==> config.mk <==
export PLATFORM = sky130hd
export DESIGN_NAME = ept_queue
export DESIGN_NICKNAME = d
export VERILOG_FILES = /design/src/hdl/ept_pkg.sv /design/src/hdl/ept_queue.sv
export VERILOG_INCLUDE_DIRS = /design/src /design/src/hdl
export SDC_FILE = /design/constraint.sdc
export NUM_CORES = 1
export LEC_CHECK = 0
export BUFFER_PORTS_ARGS = -buffer_cell sky130_fd_sc_hd__buf_2
export CORE_MARGIN = 10
export CORE_UTILIZATION = 28
export CTS_CLUSTER_DIAMETER = 200
export DETAILED_ROUTE_END_ITERATION = 7
export GPL_TIMING_DRIVEN = 0
export SLEW_MARGIN = 20
export SYNTH_ARGS = -nofsm -noshare
export SYNTH_HDL_FRONTEND = slang
export SYNTH_SLANG_ARGS = --single-unit
==> constraint.sdc <==
create_clock -name i_clk -period 29.6 [get_ports i_clk]
set_input_delay 4.44 -clock i_clk [delete_from_list [all_inputs] [get_ports i_clk]]
set_output_delay 4.44 -clock i_clk [all_outputs]
set_load 0.01 [all_outputs]
==> src/hdl/assert_macros.svh <==
// ---------------------------------------------------------------------------
// assert_macros.svh
// Shorthand for clocked concurrent assertions with synchronous reset gating.
// ---------------------------------------------------------------------------
`ifndef ASSERT_MACROS_SVH
`define ASSERT_MACROS_SVH

// Same-cycle implication.
`define ASSERT_IMPL(lbl, clk, rst_n, ante, cons) \
    lbl: assert property (@(posedge clk) disable iff (!rst_n) (ante) |-> (cons)) \
        else $error("%m: assertion failed");

// Next-cycle implication.
`define ASSERT_NEXT(lbl, clk, rst_n, ante, cons) \
    lbl: assert property (@(posedge clk) disable iff (!rst_n) (ante) |=> (cons)) \
        else $error("%m: assertion failed");

`endif

==> src/hdl/ept_pkg.sv <==
// ---------------------------------------------------------------------------
// ept_pkg
// Shared constants, triple table and queue status type.
// ---------------------------------------------------------------------------
`default_nettype none

package ept_pkg;

    localparam int COORD_BITS_DEF = 12;
    localparam int N_SLOT         = 6;
    localparam int SLOT_W         = 3;
    localparam int N_TRI          = 20;
    localparam int TRI_W          = $clog2(N_TRI);
    localparam int Q_DEPTH        = 2;

    // {k, j, i} slot indexes, i < j < k, in nested loop order
    localparam logic [3*SLOT_W-1:0] TRI_IDX [N_TRI] = '{
        {3'd2, 3'd1, 3'd0}, {3'd3, 3'd1, 3'd0}, {3'd4, 3'd1, 3'd0}, {3'd5, 3'd1, 3'd0},
        {3'd3, 3'd2, 3'd0}, {3'd4, 3'd2, 3'd0}, {3'd5, 3'd2, 3'd0}, {3'd4, 3'd3, 3'd0},
        {3'd5, 3'd3, 3'd0}, {3'd5, 3'd4, 3'd0}, {3'd3, 3'd2, 3'd1}, {3'd4, 3'd2, 3'd1},
        {3'd5, 3'd2, 3'd1}, {3'd4, 3'd3, 3'd1}, {3'd5, 3'd3, 3'd1}, {3'd5, 3'd4, 3'd1},
        {3'd4, 3'd3, 3'd2}, {3'd5, 3'd3, 3'd2}, {3'd5, 3'd4, 3'd2}, {3'd5, 3'd4, 3'd3}
    };

    typedef struct packed {
        logic full;
        logic empty;
    } t_q_stat;

    function automatic logic [N_SLOT-1:0] slot_dec(input logic [SLOT_W-1:0] idx);
        slot_dec = N_SLOT'(1) << idx;
    endfunction

endpackage

`default_nettype wire

==> src/hdl/ept_queue.sv <==
// ---------------------------------------------------------------------------
// ept_queue
// Short snapshot queue between the capture front and the evaluation back.
// ---------------------------------------------------------------------------
`default_nettype none
`include "assert_macros.svh"

module ept_queue import ept_pkg::*; #(
    parameter int WIDTH = 18 * COORD_BITS_DEF
) (
    input  wire logic             i_clk,
    input  wire logic             i_rst_n,
    input  wire logic             i_push,
    input  wire logic [WIDTH-1:0] i_data,
    input  wire logic             i_pop,
    output logic      [WIDTH-1:0] o_data,
    output t_q_stat               o_stat
);

    localparam int Q_AW = (Q_DEPTH > 1) ? $clog2(Q_DEPTH) : 1;
    localparam int Q_CW = $clog2(Q_DEPTH + 1);

    logic [WIDTH-1:0] r_mem [Q_DEPTH];
    logic [Q_AW-1:0]  r_wp, r_rp;
    logic [Q_CW-1:0]  r_cnt;

    function automatic logic [Q_AW-1:0] ptr_inc(input logic [Q_AW-1:0] p);
        ptr_inc = (p == Q_AW'(Q_DEPTH - 1)) ? '0 : p + 1'b1;
    endfunction

    always_ff @(posedge i_clk) begin
        if (i_push) begin
            r_mem[r_wp] <= i_data;
        end
    end

    always_ff @(posedge i_clk) begin
        if (!i_rst_n) begin
            r_wp  <= '0;
            r_rp  <= '0;
            r_cnt <= '0;
        end else begin
            if (i_push) r_wp <= ptr_inc(r_wp);
            if (i_pop)  r_rp <= ptr_inc(r_rp);
            unique case ({i_push, i_pop})
                2'b10:   r_cnt <= r_cnt + 1'b1;
                2'b01:   r_cnt <= r_cnt - 1'b1;
                default: r_cnt <= r_cnt;
            endcase
        end
    end

    assign o_data       = r_mem[r_rp];
    assign o_stat.full  = (r_cnt == Q_CW'(Q_DEPTH));
    assign o_stat.empty = (r_cnt == '0);

    `ASSERT_IMPL(a_no_overflow, i_clk, i_rst_n, i_push, !o_stat.full)
    `ASSERT_IMPL(a_no_underflow, i_clk, i_rst_n, i_pop, !o_stat.empty)

endmodule

`default_nettype wire

==> metrics.cfg <==
[grt]
grt_pass1_wl_mm = 56.07
use_met1 = 0.1152
grt_pass1_vias = 8945
use_met2 = 0.1907
track_usage = 0.1084
grt_max_degree = 51
gr-total-overflow = 0
antenna_found_initial = 9
grt_busiest_layer = met2
gr-usage-met3 = 0.04892

[placed_design]
port_buffers = 437
dp.final_hpwl_mm = 28.96
place_congestion = 0.7179
dp_cells = 1911

[synthesis]
synthCells = 694
yosysWarnings = 0
synth_compound_area_frac = 0.001223
synthMuxAreaShare = 0.1807
synthAdderAreaFrac = 0.0007642
synthSimpleGateAreaFrac = 0.003286
ys_seq_area_frac = 0.7984
synth-seq-cells = 437
synth-xor-area-share = 0.001605
yosysUniqueCellTypes = 18
synth_top_family_by_area = multiplexers
syn_nets = 915
synth_area_um2 = 16370
syn_area_per_cell_um2 = 23.59

[power_and_ir_drop]
intPower_mw = 1.153
pwr-share-clk = 0.395
ir_drop_mv = 0.05154
cellPowerDensity_nw_per_um2 = 68.79
p_sw_uw = 323.0
p_leak_nw = 8.257
p_total_mw = 1.476
pwr-share-comb = 0.115
p_seq_frac = 0.490
swShare = 0.2189

[worst_setup_path]
worstReg2RegEnd = r_mem[0][139]$_DFFE_PP_
critPathMaxFanout = 10
setup.worst_path.start_class = flop
worstSetupPathType = flop to primary output
required_ns = 25.16
reg2reg_from = r_wp$_SDFFE_PN0P_
timing.reg2reg.setup_slack_ns = 27.27
r2r_cells = 7
cp-end-kind = primary output
cp.arrival_ns = 2.03

[detailed_routing]
drt_wl_total_mm = 39.20
final_antenna_net_count = 0
wl_per_cell_um = 19.66
vias = 8195
viasPerCell = 4.110
drcViolationCount = 0
drt_pre_antenna_iters = 4
drt-initial-drc-count = 374

[timing]
finalClockSkew_ns = 0.01402
fin_crit_ns = 6.468
max_freq_ghz = 0.1546
setup_viol = 0
relSlewSlack = 0.5775
slew_violations = 0
rsz0062_at_grt = false
fin_setup_tns_ns = 0
final-hold-violation-count = 0
fin_crit_sh = 0.2185
tightestPinTransition_ns = 0.6338

[floorplan]
fp-row-count = 88
start_util = 0.2832
die_h_um = 261.8
ioPinCount = 438
design.die.area_um2 = 68550
core_um2 = 57810
die_x_um = 261.8

[run_status]
outcome = finished, final reports clean

[clocking]
htreeDepth = 2
cts_tree = built
clock_sinks = 437
post-cts-setup-buffer-count = 0
cts_resized = 0
clockRootBuffer = clkbuf_16
cts_buffer_depth = 3
clkLatencyLatePin_ns = 0.56
cts_hold_buf = 0
clk_pin_slew_ns = 0.06
cts_inserted_buffers = 48

[cells_and_area]
multi_input_area_um2 = 3080
layout_commonest_cell = buf_2
fill_cells = 5440
mostFrequentLayoutCells = buf_2 (444), edfxtp_1 (432), mux2_4 (140), mux2_2 (76), clkbuf_16 (49)
nets = 1417
syn_to_final_growth_pct = 31.01
final_layout_size_suffix_gt1_frac = 0.6183
final_cells = 1994
register_area_um2 = 13070

[min_path]
hold_start = r_cnt[1]$_SDFFE_PN0P_
hp-class = flop to flop
min_delay_worst_endpoint = r_cnt[1]$_SDFFE_PN0P_
worstHoldPathCells = 2

[run]
maxCapViolations = 0

## worst max-delay path, cell delays in order, from the launching register on
cell and delay (ns):
dfxtp_1 0.32, buf_6 0.16, buf_6 0.22, buf_6 0.26
mux2_4 0.34, buf_2 0.14
## layer usage
metal / wire length, um / vias up
li1: - / 3791
met1: 14180 / 4038
met2: 20080 / 282
met3: 4112 / 72
met4: 759 / 12
met5: 69 / -
## registers in the layout (all words and copies together) (netlist names), named ones only
register and flops:
r_mem 432, r_cnt 2, r_rp 1, r_wp 1
## final cells by class
| cell class | count | share of cell area |
|---|---|---|
| Antenna cell | 3 | 0.0003500 |
| Multi-Input combinational cell | 232 | 0.1436 |
| Clock buffer | 55 | 0.05821 |
| Inverter | 1 | 0.0001750 |
| Timing Repair Buffer | 452 | 0.1202 |
| Tap cell | 765 | 0.04462 |
| Sequential cell | 437 | 0.6094 |
| Clock inverter | 25 | 0.01289 |
| Buffer | 24 | 0.01056 |
## kinds of logic (layout without fill, tap and decap cells)
group	Yosys count	after routing
multiplexers	216	216
AND/OR/NAND/NOR	9	9
other	0	3
XOR/XNOR	3	3
buffers and inverters	25	557
adder cells (fa/ha/maj)	1	1
flip-flops	437	437
AO/OA/AOI/OAI	3	3
## cell usage after synthesis
cell	instances	area (um2)
xor2_1	1	8.760
mux2_4	140	2102
or3_1	1	6.260
ha_1	1	12.51
buf_2	7	35.03
buf_6	17	191.4
o21ai_0	1	5.000
mux2_2	76	855.8
nor2b_1	1	6.260
xnor2_1	2	17.52
and2_1	4	25.02
nor2_1	2	7.510
inv_1	1	3.750
o21a_1	1	7.510
edfxtp_1	432	12970
and2b_2	1	8.760
dfxtp_1	5	100.1
a21boi_1	1	7.510
## worst max-delay path by stage
stage,cells after the start,endpoint,slack [ns]
after floorplan,3,r_wp$_SDFFE_PN0P_,15.21
after global placement,4,r_wp$_SDFFE_PN0P_,9.43
after detailed placement,9,r_mem[0][88]$_DFFE_PP_,22.98
after CTS,5,o_data[71],23.01
after global routing,5,o_data[71],23.01
final,5,o_data[68],23.13
## power by group through the flow
stage	Clock, mW	Sequential (mW)	Combinational [mW]
CTS	0.604	0.723	0.175
floorplan	0	0.743	0.0944
global placement	0	0.749	0.164
global route	0.630	0.725	0.183
detailed placement	0	0.736	0.174
finish	0.583	0.723	0.170
## stage by stage
stage / instance area (um2) / worst slack [ns] / utilization / hold slack, ns
2_1_floorplan: 16370 / 15.21 / - / 0.4662
3_3_place_gp: 19520 / 9.433 / 0.3376 / 0.4835
3_5_place_dp: 19920 / 22.98 / 0.3446 / 0.4966
4_1_cts: 21440 / 23.01 / 0.3710 / 0.5104
5_1_grt: 21450 / 23.01 / 0.3710 / 0.5694
6_report: 21450 / 23.13 / 0.3711 / 0.5072
Note: power is estimated with default switching activity, not from simulation.
