[src/hdl/assert_macros.svh]
// ---------------------------------------------------------------------------
// assert_macros.svh
// Shorthand for clocked concurrent assertions with synchronous reset gating.
// ---------------------------------------------------------------------------
`ifndef ASSERT_MACROS_SVH
`define ASSERT_MACROS_SVH

// Same-cycle implication.
`define ASSERT_IMPL(lbl, clk, rst_n, ante, cons) \
    lbl: assert property (@(posedge clk) disable iff (!rst_n) (ante) |-> (cons)) \
        else $error("%m: assertion failed");

// Next-cycle implication.
`define ASSERT_NEXT(lbl, clk, rst_n, ante, cons) \
    lbl: assert property (@(posedge clk) disable iff (!rst_n) (ante) |=> (cons)) \
        else $error("%m: assertion failed");

`endif

[src/hdl/ept_pkg.sv]
// ---------------------------------------------------------------------------
// ept_pkg
// Shared constants, triple table and queue status type.
// ---------------------------------------------------------------------------
`default_nettype none

package ept_pkg;

    localparam int COORD_BITS_DEF = 12;
    localparam int N_SLOT         = 6;
    localparam int SLOT_W         = 3;
    localparam int N_TRI          = 20;
    localparam int TRI_W          = $clog2(N_TRI);
    localparam int Q_DEPTH        = 2;

    // {k, j, i} slot indexes, i < j < k, in nested loop order
    localparam logic [3*SLOT_W-1:0] TRI_IDX [N_TRI] = '{
        {3'd2, 3'd1, 3'd0}, {3'd3, 3'd1, 3'd0}, {3'd4, 3'd1, 3'd0}, {3'd5, 3'd1, 3'd0},
        {3'd3, 3'd2, 3'd0}, {3'd4, 3'd2, 3'd0}, {3'd5, 3'd2, 3'd0}, {3'd4, 3'd3, 3'd0},
        {3'd5, 3'd3, 3'd0}, {3'd5, 3'd4, 3'd0}, {3'd3, 3'd2, 3'd1}, {3'd4, 3'd2, 3'd1},
        {3'd5, 3'd2, 3'd1}, {3'd4, 3'd3, 3'd1}, {3'd5, 3'd3, 3'd1}, {3'd5, 3'd4, 3'd1},
        {3'd4, 3'd3, 3'd2}, {3'd5, 3'd3, 3'd2}, {3'd5, 3'd4, 3'd2}, {3'd5, 3'd4, 3'd3}
    };

    typedef struct packed {
        logic full;
        logic empty;
    } t_q_stat;

    function automatic logic [N_SLOT-1:0] slot_dec(input logic [SLOT_W-1:0] idx);
        slot_dec = N_SLOT'(1) << idx;
    endfunction

endpackage

`default_nettype wire

[src/hdl/ept_front.sv]
// ---------------------------------------------------------------------------
// ept_front
// Accepts points, tracks the six axis-extreme points, pushes a snapshot
// of them on the last point of a set and restarts.
// ---------------------------------------------------------------------------
`default_nettype none

module ept_front import ept_pkg::*; #(
    parameter int COORD_BITS = COORD_BITS_DEF
) (
    input  wire logic                           i_clk,
    input  wire logic                           i_rst_n,
    input  wire logic                           i_valid,
    output logic                                o_ready,
    input  wire logic [COORD_BITS-1:0]          i_px,
    input  wire logic [COORD_BITS-1:0]          i_py,
    input  wire logic [COORD_BITS-1:0]          i_pz,
    input  wire logic                           i_last,
    input  wire t_q_stat                        i_q_stat,
    output logic                                o_push,
    output logic [N_SLOT*3*COORD_BITS-1:0]      o_snap
);

    localparam int C  = COORD_BITS;
    localparam int PW = 3 * COORD_BITS;

    logic [PW-1:0] r_slot [N_SLOT];
    logic [PW-1:0] n_slot [N_SLOT];
    logic          r_empty;
    logic [PW-1:0] pt;
    logic          acc;

    assign pt      = {i_pz, i_py, i_px};
    assign o_ready = !i_q_stat.full;
    assign acc     = i_valid && o_ready;
    assign o_push  = acc && i_last;

    // min slots 0..2, max slots 3..5; ties go to the newer point
    always_comb begin
        n_slot = r_slot;
        for (int a = 0; a < 3; a++) begin
            if (r_empty || $signed(pt[a*C +: C]) <= $signed(r_slot[a][a*C +: C])) begin
                n_slot[a] = pt;
            end
            if (r_empty || $signed(pt[a*C +: C]) >= $signed(r_slot[a+3][a*C +: C])) begin
                n_slot[a+3] = pt;
            end
        end
    end

    always_comb begin
        for (int s = 0; s < N_SLOT; s++) begin
            o_snap[s*PW +: PW] = n_slot[s];
        end
    end

    always_ff @(posedge i_clk) begin
        if (acc) begin
            r_slot <= n_slot;
        end
    end

    always_ff @(posedge i_clk) begin
        if (!i_rst_n) begin
            r_empty <= 1'b1;
        end else if (acc) begin
            r_empty <= i_last;
        end
    end

endmodule

`default_nettype wire

[config.mk]
export PLATFORM = sky130hd
export DESIGN_NAME = ept_front
export DESIGN_NICKNAME = d
export VERILOG_FILES = /design/src/hdl/assert_macros.svh /design/src/hdl/ept_pkg.sv /design/src/hdl/ept_front.sv
export SDC_FILE = /design/constraint.sdc
export NUM_CORES = 1
export LEC_CHECK = 0
export BUFFER_PORTS_ARGS = -buffer_cell sky130_fd_sc_hd__buf_4
export CAP_MARGIN = 20
export CORE_MARGIN = 2
export CORE_UTILIZATION = 40
export CTS_BUF_LIST = sky130_fd_sc_hd__clkbuf_2
export CTS_CLUSTER_DIAMETER = 30
export DETAILED_ROUTE_END_ITERATION = 8
export PLACE_DENSITY_LB_ADDON = 0.2
export REMOVE_ABC_BUFFERS = 1
export SETUP_SLACK_MARGIN = 0.15
export SKIP_CTS_REPAIR_TIMING = 1
export SYNTH_ARGS = -nofsm -noshare
export SYNTH_HDL_FRONTEND = slang
export SYNTH_SLANG_ARGS = --single-unit
[constraint.sdc]
create_clock -name i_clk -period 21.8 [get_ports i_clk]
set_clock_uncertainty 0.05 [all_clocks]
set_input_delay 4.36 -clock i_clk [delete_from_list [all_inputs] [get_ports i_clk]]
set_output_delay 4.36 -clock i_clk [all_outputs]
set_load 0.02 [all_outputs]
==> key figures <==
Run status
  • Status: complete, no violations

Timing
  • Worst-Margin Slew: 1.052 ns
  • Setup violators final: 0
  • Fin crit share: 0.5773
  • TNS Setup: 0 ns
  • Final Hold Vio Count: 0
  • Peak Freq: 0.07945 GHz
  • RSZ-0062 raised after global routing: no
  • Fin crit period: ~13 ns
  • Max-slew violations: 0
  • Max transition margin: 0.2986

Finish
  • Layout cell share with drive strength beyond 1: 0.3176
  • Reg area: 6506 µm²
  • Synth-to-layout area growth: 20.27%
  • Finished Core Util: 0.4892
  • Final Non-Filler Cells: roughly 2000
  • Fillcell total: approximately 3300
  • Multi-input gate area: between 6000 and 7000 µm²
  • Nets: roughly 1700
  • Finished layout cell area: about 17000 µm²

Yosys
  • Post-synthesis register bit count: ~220
  • Ys Warns: 0
  • Mapped cell area: between 10000 and 15000 µm²
  • Synth unique cells: 62
  • Dominant synthesized flop cell: edfxtp_1
  • Number of synthesized flops with an enable pin: 216
  • Syn Area/Cell: between 10 and 15 µm²
  • Mapped Cells: 1311
  • Ys async rst share: 0
  • Seq/Total Area, Yosys: 0.4630

Routing
  • Max layer used: met4
  • Wl on met1: slightly above 20000 µm
  • Vias: around 13000
  • Met2 WL: around 23000 µm
  • Detailed-router iteration count before antenna repair: 5
  • Vias per std cell: about 6
  • DR iter-0 viols: around 1200
  • DRT antenna net count: 0
  • Met3 wire len: 4262 µm
  • Residual DRC: 0
  • Routed len/inst: between 20 and 25 µm
  • Total Routed Length: between 40000 and 50000 µm

Critical path
  • Crit end category: output port
  • R2R Setup Slk: approximately 18 ns
  • Worst Path Max Fanout: 37
  • Crit path arrival time: 8.18 ns
  • Setup Crit Path Kind: input port to output port
  • Critical path launch point type: input port
  • CP Data Required Time: roughly 17 ns

Floorplanning
  • IO Pins: 260
  • Starting Density: 0.4068
  • Die area: between 30000 and 40000 µm²
  • Std-Cell Core Area: around 35000 µm²
  • Die Width: roughly 190 µm
  • Die Ht: 191.4 µm
  • Row cnt: 68

Power and ir drop
  • Pwr/cell area: about 72 nW/µm²
  • VDD IR max: roughly 0.000041 V
  • Leakage: between 0.006 and 0.007 µW
  • Total power: 1214 µW

Clock network
  • CTS tree: yes
  • CTS H-tree depth: 3
  • Clock sink total: between 200 and 250
  • Clk buf depth: 3
  • Clock latency on the worst-skew pair: around 0.97 ns
  • CTS buffer count: 74
  • Root buffer cell: clkbuf_2
  • CTS clk-pin slew, worst paths: 0.07 ns

Global routing
  • Largest net degree at the start of global routing: approximately 150
  • Vias in the first global route: about 12000
  • First-pass GRT wire length: 72190 µm
  • Initial antenna violation count: 1
  • Grt ovf: 0
  • All-Layer GR Usage: 0.2602

Min path
  • Worst min path class: flip-flop to flip-flop

Placement
  • PortBufs: between 200 and 300
  • Area of placed instances: 16200 µm²
  • GPL Wtd Cong: between 0.8 and 0.9
  • Inst Count DP: roughly 1900
  • Post-DP HPWL: 30230 µm

Job
  • Max Cap Violations: 0
-- synth_stat cells, types with 4 or more instances --
cell type    n  share of area
a211oi_1    27          0.014
a21o_1      32          0.017
a21oi_1     22         0.0078
a21oi_2      6         0.0037
a221o_1     11         0.0078
a22o_1      11         0.0069
a22oi_1    155          0.083
buf_2       44          0.016
buf_4        4         0.0021
buf_6       11         0.0088
clkbuf_1    76          0.020
edfxtp_1   216           0.46
ha_1        72          0.064
inv_1      108          0.029
mux2_2      25          0.020
mux2i_1     33          0.024
nand2_1     49          0.013
nand3_1     39          0.014
nand3b_1    11         0.0059
nand4_1     15         0.0067
nor2_1      30         0.0080
nor2b_1      7         0.0031
nor3_1      29          0.010
o211ai_1     6         0.0032
o21ai_0     87          0.031
o21ai_1     28          0.010
o221a_2     50          0.040
o221ai_1    39          0.024
o31ai_1     12         0.0064
-- metal layers --
metal  GRT usage  vias to the layer above
met4      0.1065                        0
met2      0.4128                      631
met5           0                        -
li1            -                     5665
met3     0.06866                       92
met1      0.3365                     6233
-- final cells by class --
cell class,count,share of cell area
Sequential cell,217,0.3850
Antenna cell,1,0.0001481
Multi-Input combinational cell,847,0.3865
Timing Repair Buffer,291,0.1309
Clock inverter,35,0.01170
Inverter,109,0.02421
Clock buffer,94,0.02784
Tap cell,455,0.03369
-- report_power, final --
part	switching, µW	internal, µW
registers	11.6	494
logic	226	134
clock network	205	144
total	442	772
-- state kept, by name, summed over array words and instances (netlist names) --
register and count:
r_slot 216, r_empty 1
-- final timing paths --
check | from | to | depth (start not counted)
worst max-delay path | i_px[11] | o_snap[2] | 11
worst min-delay path | r_slot[103] | r_slot[103] | 1
worst max register to register | r_slot[191] | r_slot[182] | 10
worst min register to register | r_slot[103] | r_slot[103] | 1
-- critical path: stages --
cell and delay, ns:
buf_4 0.17, ha_1 0.77, buf_4 0.44, nand4_1 0.26, a211o_1 0.40, nand2_1 0.08, buf_4 0.46, o21a_1 0.20
buf_4 0.46, o221ai_1 0.29, buf_4 0.25
-- cell usage in the layout, fill, tap and decap left out, types with 25 or more instances in the layout --
master	n
buf_4	288
edfxtp_1	216
a22oi_1	155
inv_1	108
clkbuf_2	94
o21ai_0	87
ha_1	71
o221a_2	50
nand2_1	49
nand3_1	39
o221ai_1	39
mux2i_1	33
a21o_1	32
nor2_1	30
nor3_1	29
o21ai_1	28
a211oi_1	27
mux2_2	25
-- stage by stage --
stage | hold slack, ns | setup WS (ns)
3_5_place_dp | 0.5067 | 9.293
6_report | 0.5225 | 9.214
3_3_place_gp | 0.4966 | 9.346
2_1_floorplan | 0.5862 | 2.445
5_1_grt | 0.5376 | 9.068
4_1_cts | 0.5267 | 9.281
-- cell families after synthesis --
| family | share of synthesized area |
|---|---|
| fa+ha+maj | 0.06411 |
| buf+inv | 0.07694 |
| flops | 0.4630 |
| mux | 0.04755 |
| simple gates | 0.07765 |
| compound gates | 0.2707 |
No activity file was read; power rests on OpenSTA's default activity.
